[src/rdd_pkg.sv]
// rdd_pkg: shared types and constants of the RED drop decision block.
// No dependencies; used by the interfaces, the divider and the top level.
package rdd_pkg;

  localparam int QNUM_W   = 4;
  localparam int AVG_W    = 20;
  localparam int CUR_W    = 12;
  localparam int RND_W    = 16;
  localparam int ACT_W    = 2;
  localparam int THR_W    = 12;
  localparam int PROB_W   = 17;
  localparam int CFG_W    = 17;
  localparam int CFG_IDX_W = 2;
  localparam int COUNT_W  = 16;
  localparam int DIV_W    = 20;
  localparam int QUO_W    = 17;
  localparam int STEP_W   = 5;

  localparam logic [CFG_IDX_W-1:0] CFG_MIN_THRESH   = 2'd0;
  localparam logic [CFG_IDX_W-1:0] CFG_MAX_THRESH   = 2'd1;
  localparam logic [CFG_IDX_W-1:0] CFG_MAX_PROB     = 2'd2;
  localparam logic [CFG_IDX_W-1:0] CFG_MARKING_MODE = 2'd3;

  localparam logic [ACT_W-1:0] ACT_ACCEPT = 2'd0;
  localparam logic [ACT_W-1:0] ACT_DROP   = 2'd1;
  localparam logic [ACT_W-1:0] ACT_MARK   = 2'd2;

  localparam logic [PROB_W-1:0]  ONE_Q16    = 17'd65536;
  localparam logic [COUNT_W-1:0] COUNT_MAX  = 16'h7FFF;
  localparam logic [COUNT_W-1:0] COUNT_IDLE = 16'hFFFF;
  localparam logic [COUNT_W-1:0] COUNT_ZERO = 16'h0000;

  localparam logic [STEP_W-1:0] DIV1_STEPS = 5'd17;
  localparam logic [STEP_W-1:0] DIV2_STEPS = 5'd16;

  typedef struct packed {
    logic              start;
    logic [DIV_W-1:0]  rem_init;
    logic [QUO_W-1:0]  low_init;
    logic [STEP_W-1:0] steps;
    logic [DIV_W-1:0]  divisor;
  } div_req_t;

  typedef struct packed {
    logic             done;
    logic [QUO_W-1:0] quotient;
  } div_stat_t;

endpackage

[src/rdd_if.sv]
// rdd_if: valid/ready channel interfaces for arrivals and decisions.
// Depends on rdd_pkg for field widths.
interface rdd_arrival_if;
  logic                        valid;
  logic                        ready;
  logic [rdd_pkg::QNUM_W-1:0]  queue_num;
  logic [rdd_pkg::AVG_W-1:0]   avg_length;
  logic [rdd_pkg::CUR_W-1:0]   cur_length;
  logic [rdd_pkg::RND_W-1:0]   random_value;

  modport source (output valid, queue_num, avg_length, cur_length, random_value,
                  input ready);
  modport sink (input valid, queue_num, avg_length, cur_length, random_value,
                output ready);
endinterface

interface rdd_decision_if;
  logic                       valid;
  logic                       ready;
  logic [rdd_pkg::QNUM_W-1:0] queue_echo;
  logic [rdd_pkg::ACT_W-1:0]  action;

  modport source (output valid, queue_echo, action, input ready);
  modport sink (input valid, queue_echo, action, output ready);
endinterface

[src/rdd_ram.sv]
// rdd_ram: generic single-port-write, single-port-read RAM, registered read.
// No dependencies.
module rdd_ram #(
  parameter int WIDTH = 16,
  parameter int DEPTH = 16
) (
  input  logic                                   clk,
  input  logic                                   wr_en,
  input  logic [(DEPTH > 1 ? $clog2(DEPTH) : 1)-1:0] wr_addr,
  input  logic [WIDTH-1:0]                       wr_data,
  input  logic                                   rd_en,
  input  logic [(DEPTH > 1 ? $clog2(DEPTH) : 1)-1:0] rd_addr,
  output logic [WIDTH-1:0]                       rd_data
);

  logic [WIDTH-1:0] mem [DEPTH];

  always_ff @(posedge clk) begin
    if (wr_en) begin
      mem[wr_addr] <= wr_data;
    end
    if (rd_en) begin
      rd_data <= mem[rd_addr];
    end
  end

endmodule

[src/rdd_divider.sv]
// rdd_divider: shared restoring divider, one quotient bit per cycle.
// Depends on rdd_pkg for the request and status structs.
module rdd_divider (
  input  logic               clk,
  input  logic               rst,
  input  rdd_pkg::div_req_t  req,
  output rdd_pkg::div_stat_t stat
);

  logic [rdd_pkg::DIV_W-1:0]  rem;
  logic [rdd_pkg::QUO_W-1:0]  low;
  logic [rdd_pkg::QUO_W-1:0]  quo;
  logic [rdd_pkg::STEP_W-1:0] cnt;
  logic [rdd_pkg::DIV_W-1:0]  divisor;
  logic                       busy;
  logic                       done;
  logic [rdd_pkg::DIV_W:0]    trial;
  logic [rdd_pkg::DIV_W:0]    diff;
  logic                       fits;

  assign trial = {rem, low[rdd_pkg::QUO_W-1]};
  assign diff  = trial - {1'b0, divisor};
  assign fits  = trial >= {1'b0, divisor};

  always_ff @(posedge clk) begin
    if (rst) begin
      busy <= 1'b0;
      done <= 1'b0;
    end else begin
      done <= 1'b0;
      if (req.start) begin
        busy    <= 1'b1;
        rem     <= req.rem_init;
        low     <= req.low_init;
        cnt     <= req.steps;
        divisor <= req.divisor;
        quo     <= '0;
      end else if (busy) begin
        rem <= fits ? diff[rdd_pkg::DIV_W-1:0] : trial[rdd_pkg::DIV_W-1:0];
        quo <= {quo[rdd_pkg::QUO_W-2:0], fits};
        low <= {low[rdd_pkg::QUO_W-2:0], 1'b0};
        cnt <= cnt - 1'b1;
        if (cnt == rdd_pkg::STEP_W'(1)) begin
          busy <= 1'b0;
          done <= 1'b1;
        end
      end
    end
  end

  assign stat.done     = done;
  assign stat.quotient = quo;

endmodule

[src/red_drop_decision.sv]
// red_drop_decision: RED drop/mark decision per packet arrival, per-queue counts.
// Depends on rdd_pkg, rdd_if, rdd_ram and rdd_divider.
// Outside the band the result follows the lookup; in the band it takes one divider pass
// (17 steps) when pa is one, else two (17 and 16 steps), and two uses of one multiplier.
// Throughput: one item at a time; ready only while idle; the result register frees input.
// Reset: synchronous; thresholds and probability take their defaults, counts read as -1.
module red_drop_decision #(
  parameter int NUM_QUEUES = 16
) (
  input  logic                            clk,
  input  logic                            rst,
  rdd_arrival_if.sink                     arrival,
  rdd_decision_if.source                  decision,
  input  logic                            cfg_wr_en,
  input  logic [rdd_pkg::CFG_IDX_W-1:0]   cfg_index,
  input  logic [rdd_pkg::CFG_W-1:0]       cfg_data
);

  localparam int AW = NUM_QUEUES > 1 ? $clog2(NUM_QUEUES) : 1;
  localparam int NQ = 1 << rdd_pkg::QNUM_W;

  typedef enum logic [2:0] {
    S_IDLE, S_LOOK, S_DIV1, S_WAIT1, S_MUL2, S_CHK, S_WAIT2, S_DONE
  } state_t;

  state_t state;

  logic [rdd_pkg::THR_W-1:0]  min_thresh;
  logic [rdd_pkg::THR_W-1:0]  max_thresh;
  logic [rdd_pkg::PROB_W-1:0] max_prob;
  logic                       marking_mode;

  logic [AW-1:0] qmap [NQ];

  logic [rdd_pkg::QNUM_W-1:0]  qnum;
  logic [rdd_pkg::AVG_W-1:0]   avg;
  logic [rdd_pkg::CUR_W-1:0]   cur;
  logic [rdd_pkg::RND_W-1:0]   rnd;
  logic [AW-1:0]               qi;
  logic [rdd_pkg::COUNT_W-1:0] count;
  logic [rdd_pkg::COUNT_W-1:0] count_next;
  logic [rdd_pkg::QUO_W-1:0]   pb;
  logic signed [38:0]          prod;
  logic [rdd_pkg::ACT_W-1:0]   act;
  logic [NUM_QUEUES-1:0]       qvalid;

  logic                        out_valid;
  logic [rdd_pkg::QNUM_W-1:0]  out_qnum;
  logic [rdd_pkg::ACT_W-1:0]   out_act;

  logic [rdd_pkg::COUNT_W-1:0] ram_rdata;
  logic [rdd_pkg::COUNT_W-1:0] count_rd;
  logic [rdd_pkg::AVG_W-1:0]   lo;
  logic [rdd_pkg::AVG_W-1:0]   hi;
  logic [rdd_pkg::AVG_W-1:0]   avg_off;
  logic [rdd_pkg::PROB_W-1:0]  p_clamp;
  logic                        in_band;
  logic                        above;
  logic                        cur_hit;
  logic signed [20:0]          mul_a;
  logic signed [17:0]          mul_b;
  logic signed [38:0]          mul_p;
  logic signed [39:0]          den;
  logic                        pa_full;
  logic [rdd_pkg::COUNT_W-1:0] count_inc;
  logic [rdd_pkg::ACT_W-1:0]   cong_act;
  logic                        accept;
  logic                        out_free;

  rdd_pkg::div_req_t  dreq;
  rdd_pkg::div_stat_t dstat;

  for (genvar g = 0; g < NQ; g++) begin : g_qmap
    assign qmap[g] = AW'(g % NUM_QUEUES);
  end

  assign accept   = arrival.valid && arrival.ready;
  assign out_free = !out_valid || decision.ready;
  assign cong_act = marking_mode ? rdd_pkg::ACT_MARK : rdd_pkg::ACT_DROP;

  assign count_rd = qvalid[qi] ? ram_rdata : rdd_pkg::COUNT_IDLE;
  assign lo       = {min_thresh, 8'd0};
  assign hi       = {max_thresh, 8'd0};
  assign avg_off  = avg - lo;
  assign p_clamp  = (max_prob > rdd_pkg::ONE_Q16) ? rdd_pkg::ONE_Q16 : max_prob;
  assign in_band  = (avg >= lo) && (avg < hi);
  assign above    = avg >= hi;
  assign cur_hit  = cur >= max_thresh;
  assign count_inc = (count == rdd_pkg::COUNT_MAX) ? count : count + 1'b1;

  always_comb begin
    if (state == S_MUL2) begin
      mul_a = {{5{count[rdd_pkg::COUNT_W-1]}}, count};
      mul_b = {1'b0, pb};
    end else begin
      mul_a = {1'b0, avg_off};
      mul_b = {1'b0, p_clamp};
    end
  end

  assign mul_p = mul_a * mul_b;

  assign den     = 40'sd65536 - {prod[38], prod};
  assign pa_full = den[39] || (den == 40'sd0) || ({23'd0, pb} >= den);

  always_comb begin
    dreq = '0;
    if (state == S_DIV1) begin
      dreq.start    = 1'b1;
      dreq.rem_init = prod[36:17];
      dreq.low_init = prod[16:0];
      dreq.steps    = rdd_pkg::DIV1_STEPS;
      dreq.divisor  = hi - lo;
    end else if (state == S_CHK && !pa_full) begin
      dreq.start    = 1'b1;
      dreq.rem_init = {3'd0, pb};
      dreq.low_init = '0;
      dreq.steps    = rdd_pkg::DIV2_STEPS;
      dreq.divisor  = den[rdd_pkg::DIV_W-1:0];
    end
  end

  rdd_divider u_div (
    .clk  (clk),
    .rst  (rst),
    .req  (dreq),
    .stat (dstat)
  );

  rdd_ram #(
    .WIDTH (rdd_pkg::COUNT_W),
    .DEPTH (NUM_QUEUES)
  ) u_count_ram (
    .clk     (clk),
    .wr_en   (state == S_DONE && out_free),
    .wr_addr (qi),
    .wr_data (count_next),
    .rd_en   (accept),
    .rd_addr (qmap[arrival.queue_num]),
    .rd_data (ram_rdata)
  );

  always_ff @(posedge clk) begin
    if (rst) begin
      min_thresh   <= 12'd16;
      max_thresh   <= 12'd64;
      max_prob     <= 17'd6554;
      marking_mode <= 1'b0;
    end else if (cfg_wr_en) begin
      unique case (cfg_index)
        rdd_pkg::CFG_MIN_THRESH:   min_thresh   <= cfg_data[rdd_pkg::THR_W-1:0];
        rdd_pkg::CFG_MAX_THRESH:   max_thresh   <= cfg_data[rdd_pkg::THR_W-1:0];
        rdd_pkg::CFG_MAX_PROB:     max_prob     <= cfg_data;
        rdd_pkg::CFG_MARKING_MODE: marking_mode <= cfg_data[0];
        default: ;
      endcase
    end
  end

  always_ff @(posedge clk) begin
    if (rst) begin
      state     <= S_IDLE;
      qvalid    <= '0;
      out_valid <= 1'b0;
    end else begin
      if (state == S_DONE && out_free) begin
        out_valid <= 1'b1;
      end else if (decision.ready) begin
        out_valid <= 1'b0;
      end
      unique case (state)
        S_IDLE: begin
          if (accept) begin
            qnum  <= arrival.queue_num;
            avg   <= arrival.avg_length;
            cur   <= arrival.cur_length;
            rnd   <= arrival.random_value;
            qi    <= qmap[arrival.queue_num];
            state <= S_LOOK;
          end
        end
        S_LOOK: begin
          count <= count_rd;
          prod  <= mul_p;
          priority if (in_band) begin
            state <= S_DIV1;
          end else if (above || cur_hit) begin
            act        <= cong_act;
            count_next <= rdd_pkg::COUNT_ZERO;
            state      <= S_DONE;
          end else begin
            act        <= rdd_pkg::ACT_ACCEPT;
            count_next <= rdd_pkg::COUNT_IDLE;
            state      <= S_DONE;
          end
        end
        S_DIV1: begin
          state <= S_WAIT1;
        end
        S_WAIT1: begin
          if (dstat.done) begin
            pb    <= dstat.quotient;
            state <= S_MUL2;
          end
        end
        S_MUL2: begin
          prod  <= mul_p;
          state <= S_CHK;
        end
        S_CHK: begin
          if (pa_full) begin
            act        <= cong_act;
            count_next <= rdd_pkg::COUNT_ZERO;
            state      <= S_DONE;
          end else begin
            state <= S_WAIT2;
          end
        end
        S_WAIT2: begin
          if (dstat.done) begin
            if ({1'b0, rnd} < dstat.quotient) begin
              act        <= cong_act;
              count_next <= rdd_pkg::COUNT_ZERO;
            end else begin
              act        <= rdd_pkg::ACT_ACCEPT;
              count_next <= count_inc;
            end
            state <= S_DONE;
          end
        end
        S_DONE: begin
          if (out_free) begin
            out_qnum   <= qnum;
            out_act    <= act;
            qvalid[qi] <= 1'b1;
            state      <= S_IDLE;
          end
        end
        default: state <= S_IDLE;
      endcase
    end
  end

  assign arrival.ready       = (state == S_IDLE);
  assign decision.valid      = out_valid;
  assign decision.queue_echo = out_qnum;
  assign decision.action     = out_act;

endmodule

[src/flat_wrapper.sv]
// flat-port wrapper written by rule: the top's interface ports become plain ports
module red_drop_decision_flat 
#(
  parameter int NUM_QUEUES = 16
)
  (clk, rst, cfg_wr_en, cfg_index, cfg_data, arrival_valid, arrival_queue_num, arrival_avg_length, arrival_cur_length, arrival_random_value, arrival_ready, decision_valid, decision_queue_echo, decision_action, decision_ready);
  rdd_arrival_if arrival_i ();
  rdd_decision_if decision_i ();
  input  logic clk;
  input  logic rst;
  input  logic cfg_wr_en;
  input  logic [rdd_pkg::CFG_IDX_W-1:0] cfg_index;
  input  logic [rdd_pkg::CFG_W-1:0] cfg_data;
  input wire logic [$bits(arrival_i.valid)-1:0] arrival_valid;
  input wire logic [$bits(arrival_i.queue_num)-1:0] arrival_queue_num;
  input wire logic [$bits(arrival_i.avg_length)-1:0] arrival_avg_length;
  input wire logic [$bits(arrival_i.cur_length)-1:0] arrival_cur_length;
  input wire logic [$bits(arrival_i.random_value)-1:0] arrival_random_value;
  output wire logic [$bits(arrival_i.ready)-1:0] arrival_ready;
  output wire logic [$bits(decision_i.valid)-1:0] decision_valid;
  output wire logic [$bits(decision_i.queue_echo)-1:0] decision_queue_echo;
  output wire logic [$bits(decision_i.action)-1:0] decision_action;
  input wire logic [$bits(decision_i.ready)-1:0] decision_ready;
  assign arrival_i.valid = arrival_valid;
  assign arrival_i.queue_num = arrival_queue_num;
  assign arrival_i.avg_length = arrival_avg_length;
  assign arrival_i.cur_length = arrival_cur_length;
  assign arrival_i.random_value = arrival_random_value;
  assign arrival_ready = arrival_i.ready;
  assign decision_valid = decision_i.valid;
  assign decision_queue_echo = decision_i.queue_echo;
  assign decision_action = decision_i.action;
  assign decision_i.ready = decision_ready;
  red_drop_decision #(.NUM_QUEUES(NUM_QUEUES)) u_core (.clk(clk), .rst(rst), .arrival(arrival_i), .decision(decision_i), .cfg_wr_en(cfg_wr_en), .cfg_index(cfg_index), .cfg_data(cfg_data));
endmodule
[config.mk]
export PLATFORM = sky130hd
export DESIGN_NAME = red_drop_decision_flat
export DESIGN_NICKNAME = d
export VERILOG_FILES = /design/src/rdd_pkg.sv /design/src/rdd_if.sv /design/src/rdd_ram.sv /design/src/rdd_divider.sv /design/src/red_drop_decision.sv /design/src/flat_wrapper.sv
export SDC_FILE = /design/constraint.sdc
export NUM_CORES = 2
export LEC_CHECK = 0
export BUFFER_PORTS_ARGS = -buffer_cell sky130_fd_sc_hd__buf_2
export CAP_MARGIN = 20
export CORE_MARGIN = 2
export CORE_UTILIZATION = 30
export DETAILED_ROUTE_END_ITERATION = 10
export MAX_ROUTING_LAYER = met4
export SETUP_SLACK_MARGIN = 0.05
export SYNTH_ARGS = -nofsm -noshare
export SYNTH_HDL_FRONTEND = slang
export SYNTH_SLANG_ARGS = --single-unit
[constraint.sdc]
create_clock -name clk -period 10.95 [get_ports clk]
set_input_delay 1.6425 -clock clk [delete_from_list [all_inputs] [get_ports clk]]
set_output_delay 1.6425 -clock clk [all_outputs]
set_load 0.02 [all_outputs]
# Yosys cells after proc, flatten, opt, wreduce, memory -nomap -nowiden
# Memories as Yosys holds them, arrays and structs flattened. A register that Yosys moved wholly into a read port is not among the register bits.
# Index checks and enable logic that the tools add are counted.
[op_classes] addsub=6 multipliers=1 div=0 n_lt_le_gt_ge=11 n_eq_ne=18 shift=0 mux=48 bitwise_logic=4 n_reduce_logical=33
[ops] cell="$mux 63" n=2
[ops] cell="$mux 16" n=6
[ops] cell="$mux 17" n=5
[ops] cell="$mux 20" n=3
[ops] cell="$sub 20x20->20" n=3
[ops] cell="$pmux 16 s3" n=1
[ops] cell="$ge 17x40->1" n=1
[ops] cell="$ge 20x20->1" n=2
[ops] cell="$logic_not 40->1" n=1
[ops] cell="$sub 18x39->40 const A" n=1
[ops] cell="$mul 21x18->39" n=1
[ops] cell="$pmux 3 s8" n=1
[ops] cell="$ge 21x20->1" n=1
[ops] cell="$mux 21" n=1
[ops] cell="$lt 20x20->1" n=1
[ops] cell="$reduce_and 2->1" n=9
[ops] cell="$gt 17x17->1 const B" n=1
[ops] cell="$lt 16x17->1" n=1
[ops] cell="$add 16x1->16 const B" n=1
[ops] cell="$eq 16x15->1 const B" n=1
[ops] cell="$or 16x16->16" n=1
[ops] cell="$mux 3" n=5
[ops] cell="$eq 3x3->1 const B" n=4
[ops] cell="$ge 12x12->1" n=1
[ops] cell="32 further kinds" n=67
[word_totals] register_bits=295 latch_bits=0 mem_bits_rw=256 rom_bits=64 in_bits=76 output_inout_bits=8 word_cells=149 memories=2
[mem_list] memory="u_core.u_count_ram.mem" words=16 width=16 read_ports=1 rd_clocked_by_memory_dff=1 write_ports=1 line="rdd_ram.sv:16" text="logic [WIDTH-1:0] mem [DEPTH];"
[mem_list] memory="(name not given)" words=16 width=4 read_ports=1 rd_clocked_by_memory_dff=0 write_ports=0 line="red_drop_decision.sv:139" text=".rd_addr (qmap[arrival.queue_num]),"

# Logic depth before layout (Yosys ltp)
[depth] word_depth=10 mapped_depth=35 ltp_nobuf=34

# Cells and area by module
# Synthesis repeated with hierarchy kept, for this count alone.
[unflattened] cells_unflattened=3488 area_unflattened_um2=39406.5
[by_module_without_submodules] mod="red_drop_decision" n_inst=1 cells_each=2687 area_per_inst_um2=24770.0 seq_area_each_um2=5685.5
[by_module_without_submodules] mod="rdd_ram" n_inst=1 cells_each=432 area_per_inst_um2=10202.3 seq_area_each_um2=8167.8
[by_module_without_submodules] mod="rdd_divider" n_inst=1 cells_each=369 area_per_inst_um2=4434.3 seq_area_each_um2=2412.3

# Worst setup path before layout
# OpenSTA, ideal clock, no wires.
[synth_timing] path_kind="register to register" start="reg u_core.state[0]" end="reg u_core.prod[33], data pin" setup_time_ns=0.267 arrival_time_ns=8.234 t_required_ns=10.683 setup_slack_ns=2.449 path_stages_with_launch=32 n_path_buf=4 synth_period_minus_slack_ns=8.501 path_cell_list="dfxtp_1 inv_1 ha_1 and2_1 clkbuf_1 a21oi_1 clkbuf_1 a22oi_1 clkbuf_1 nor2_1 fa_1 inv_1 fa_1 fa_1 fa_1 inv_1 fa_1 inv_1 fa_1 inv_1 ha_1 clkbuf_1 and4_1 and2_1 o311a_1 a311oi_1 o221ai_1 o41ai_1 o21ai_0 or2_2 a211oi_1 a21oi_1"
[synth_between] elab_chain_len=3 word_cells_on_any_way=4 cone_classes="1 x mul; 1 x eq/ne; 2 x mux"
[synth_lines] element="start, declared" line="red_drop_decision.sv:26" text="state_t state;"
[synth_lines] element="start signal, assigned" line="red_drop_decision.sv:162" text="state <= S_IDLE;"
[synth_lines] element="start signal, assigned" line="red_drop_decision.sv:179" text="state <= S_LOOK;"
[synth_lines] element="start signal, assigned" line="red_drop_decision.sv:186" text="state <= S_DIV1;"
[synth_lines] element="$eq 3x3->1 *" line="red_drop_decision.sv:92" text="if (state == S_MUL2) begin"
[synth_lines] element="$mux 21 / $mux 17 (equally long branches)" line="red_drop_decision.sv:92"
[synth_lines] element="$mul 21x18->39 *" line="red_drop_decision.sv:101" text="assign mul_p = mul_a * mul_b;"
[synth_lines] element="via u_core.mul_p[33]" line="red_drop_decision.sv:62" text="logic signed [38:0] mul_p;"
[synth_lines] element="end signal, assigned" line="red_drop_decision.sv:184" text="prod <= mul_p;"
[synth_lines] element="end signal, assigned" line="red_drop_decision.sv:207" text="prod <= mul_p;"
[synth_lines] element="end, declared" line="red_drop_decision.sv:43" text="logic signed [38:0] prod;"
# Mark *: on every way through the listed nets, which the timed path passes. The rest lies on a longest branch.
# A chain may end at the register's enable or synchronous reset.

# Worst setup path after layout
[layout_timing] start="reg u_core.avg[9] (netlist bit)" end="reg u_core.prod[33], data pin"
[layout_between] elab_chain_len=3
[layout_lines] element="start, declared" line="red_drop_decision.sv:36" text="logic [rdd_pkg::AVG_W-1:0] avg;"
[layout_lines] element="start signal, assigned" line="red_drop_decision.sv:175" text="avg <= arrival.avg_length;"
[layout_lines] element="$sub 20x20->20" line="red_drop_decision.sv:84" text="assign avg_off = avg - lo;"
[layout_lines] element="$mux 21" line="red_drop_decision.sv:92"
[layout_lines] element="$mul 21x18->39" line="red_drop_decision.sv:101"
[layout_lines] element="via u_core.mul_p[33]" line="red_drop_decision.sv:62"
# The timed path passes the listed nets, and every way through them passes these cells.

==> run summary <==
Status -> finished clean
TritonRoute pass-1 iters -> 5
Inst Count DP -> 5088
Setup violations, final -> 0
Number of antenna violations at the first check in global routing -> 6
Final core utilization -> 33.68%
Crit Path Class -> reg2reg
Yosys cell types -> 76
Worst setup EP type -> register
Setup crit start kind -> register
Horiz. Die Dim -> 363.2 um
Final Hold Vio Count -> 0
Final global-route overflow total -> 0
CTS tree -> done
Largest net degree at the start of global routing -> 66
Dpl cell area -> 41350 um^2
Worst Clk Skew -> 0.05637 ns
Hold_buf cts -> 0
Routed WL -> 108.8 mm
Die Y -> 363.2 um
DR vias/cell -> 5.021
GRT Resource Usage Total -> 16.93%
Syn Inst Count -> 3394
Final Max Slew Viols -> 0
Antenna fix cells -> 0
Critical Path AT -> 10.39 ns
H-Tree Depth -> 2
Main synth FF type -> edfxtp_1
Max cap viols -> 0
Port bufs -> 83
Site row count -> 131
Post-synthesis cell area -> 38700 um^2
Worst path max stage delay -> 0.76 ns
Worst min path class -> reg2reg
Post-route cell area -> 43070 um^2
Die footprint -> 131900 um^2
P&R area growth vs syn -> 11.29%
RSZ-0062 raised after global routing -> no
Most frequent cells in the layout -> inv_1 (530), edfxtp_1 (499), nand2_1 (393)
Nets@finish -> 4121
Number of synthesized flops with an enable pin -> 499
Slew headroom -> 28.26%
Final Non-Filler Cells -> 5186
Starting density of the core -> 30.27%
Post-route ant nets -> 0
Maximum clock frequency -> 99.99 MHz
Critical path's slowest cell -> xor2_1
YS warnings -> 0
DR iter-0 viols -> 2354
Num CTS Buffers -> 54
Crit-path leading delay family -> compound AO/OA/AOI/OAI gates
Clk_lat worst skew -> 0.65 ns
DR vias -> 26040
IO Count -> 84
Sequential element share of the synthesized area -> 42.03%
DR WL/cell -> 20.97 um
Syn Area/Cell -> 11.40 um^2
Share of layout cells above drive strength 1 -> 10.44%
Global-route wire length before repair -> 164.2 mm
Vias in the first global route -> 26400
Post-CTS Setup Repair Bufs -> 0
Period minus WS final -> 10.00 ns
#FFs+latches synth -> 563
Most numerous cell on the critical path -> fa_1
Post-Syn Nets -> 4032
Clk buf depth -> 3
Clk sink count -> 563
Final period utilization -> 91.33%
Critical path required time -> 11.34 ns
Crit Path Max Fanout -> 7
Post-CTS resize count -> 0
Share of flip-flops with an asynchronous set or reset -> 0%
Buf+Inv Stages, Crit Path -> 4
Commonest non-fill, non-tap cell in the layout -> inv_1
Total negative slack -> 0 ns
Routability Congestion -> 0.9565
DRC violations left -> 0
CTS clk-pin slew, worst paths -> 0.07 ns
Clock Tree Root -> clkbuf_16
CORE AREA -> 127800 um^2
Least-Margin Pin Slew -> 1.076 ns
Dpl hpwl -> 82.29 mm
[through the flow]
stage	hold WS [ns]	setup slack (ns)
floorplan	0.4003	2.449
global placement	0.4362	1.222
detailed placement	0.4465	1.142
CTS	0.4276	1.089
global route	0.4554	0.2968
finish	0.4303	0.9490
[final cells by class]
cell class,instances,area (um^2)
Fill cell,12760,84780
Inverter,530,1989
Clock buffer,69,1408
Tap cell,1662,2079
Multi-Input combinational cell,2177,20050
Sequential cell,563,16270
Clock inverter,28,297.8
Timing Repair Buffer,157,973.4
[final timing paths]
check / slack (ns) / end / start / depth (start not counted)
worst max-delay path: 0.95 / u_core.prod[33] / u_core.avg[9] / 31
worst min-delay path: 0.43 / u_core.pb[11] / u_core.u_div.quo[11] / 0
worst max register to register: 0.95 / u_core.prod[33] / u_core.avg[9] / 31
worst min register to register: 0.43 / u_core.pb[11] / u_core.u_div.quo[11] / 0
[flip-flops by register name, indices dropped and copies added, names as in the netlist, 4 cells and up]
name	cells
u_core.max_prob	17
u_core.avg	20
u_core.decision.queue_echo	4
u_core.u_div.rem	20
u_core.u_div.low	17
u_core.prod	39
u_core.pb	17
u_core.qi	4
u_core.u_div.cnt	5
u_core.max_thresh	12
u_core.u_count_ram.rd_data	16
u_core.min_thresh	12
u_core.count	16
u_core.u_div.divisor	20
u_core.qvalid	16
u_core.u_count_ram.mem	256
u_core.cur	12
u_core.count_next	16
u_core.u_div.quo	17
u_core.rnd	16
[Yosys cell counts (11+ instances only)]
| master | count | share of area, % |
|---|---|---|
| nand2b_1 | 37 | 0.60 |
| a21o_1 | 44 | 0.85 |
| and3_1 | 19 | 0.31 |
| a21oi_1 | 106 | 1.4 |
| dfxtp_1 | 64 | 3.3 |
| xor2_1 | 31 | 0.70 |
| xnor2_1 | 69 | 1.6 |
| mux4_2 | 85 | 4.9 |
| o21a_1 | 18 | 0.35 |
| nand3b_1 | 16 | 0.31 |
| a31oi_1 | 11 | 0.18 |
| nand3_1 | 26 | 0.34 |
| nor4_1 | 17 | 0.27 |
| clkbuf_1 | 100 | 0.97 |
| nand2_1 | 394 | 3.8 |
| edfxtp_1 | 499 | 39 |
| mux2i_1 | 30 | 0.78 |
| nor2b_1 | 22 | 0.36 |
| a211oi_1 | 15 | 0.29 |
| buf_1 | 16 | 0.16 |
| a22oi_1 | 27 | 0.52 |
| ha_1 | 203 | 6.6 |
| nand4_1 | 23 | 0.37 |
| o31ai_1 | 20 | 0.39 |
| fa_1 | 359 | 19 |
| nor2_1 | 300 | 2.9 |
| inv_1 | 530 | 5.1 |
| o22ai_1 | 11 | 0.18 |
| nor3_1 | 40 | 0.52 |
| o21ai_0 | 107 | 1.4 |
[kinds of logic after synthesis]
logic type | share of synthesized area, %
and+or+nand+nor | 10.88
buffers and inverters | 6.418
DFF | 42.03
adders and majority gates | 25.14
AOI/OAI and AO/OA | 7.514
muxes | 5.752
xor gates and xnor gates | 2.263
[routing by layer]
metal | GRT usage (%) | vias up | share of wire (%)
li1 | - | 11670 | -
met1 | 22.79 | 13360 | 44
met2 | 26.75 | 866 | 47
met3 | 2.610 | 152 | 7.0
met4 | 4.190 | 0 | 2.4
met5 | - | - | 0
Power is not shown: default switching activity piles up to over one toggle a cycle in this logic, so the estimate is an artifact.
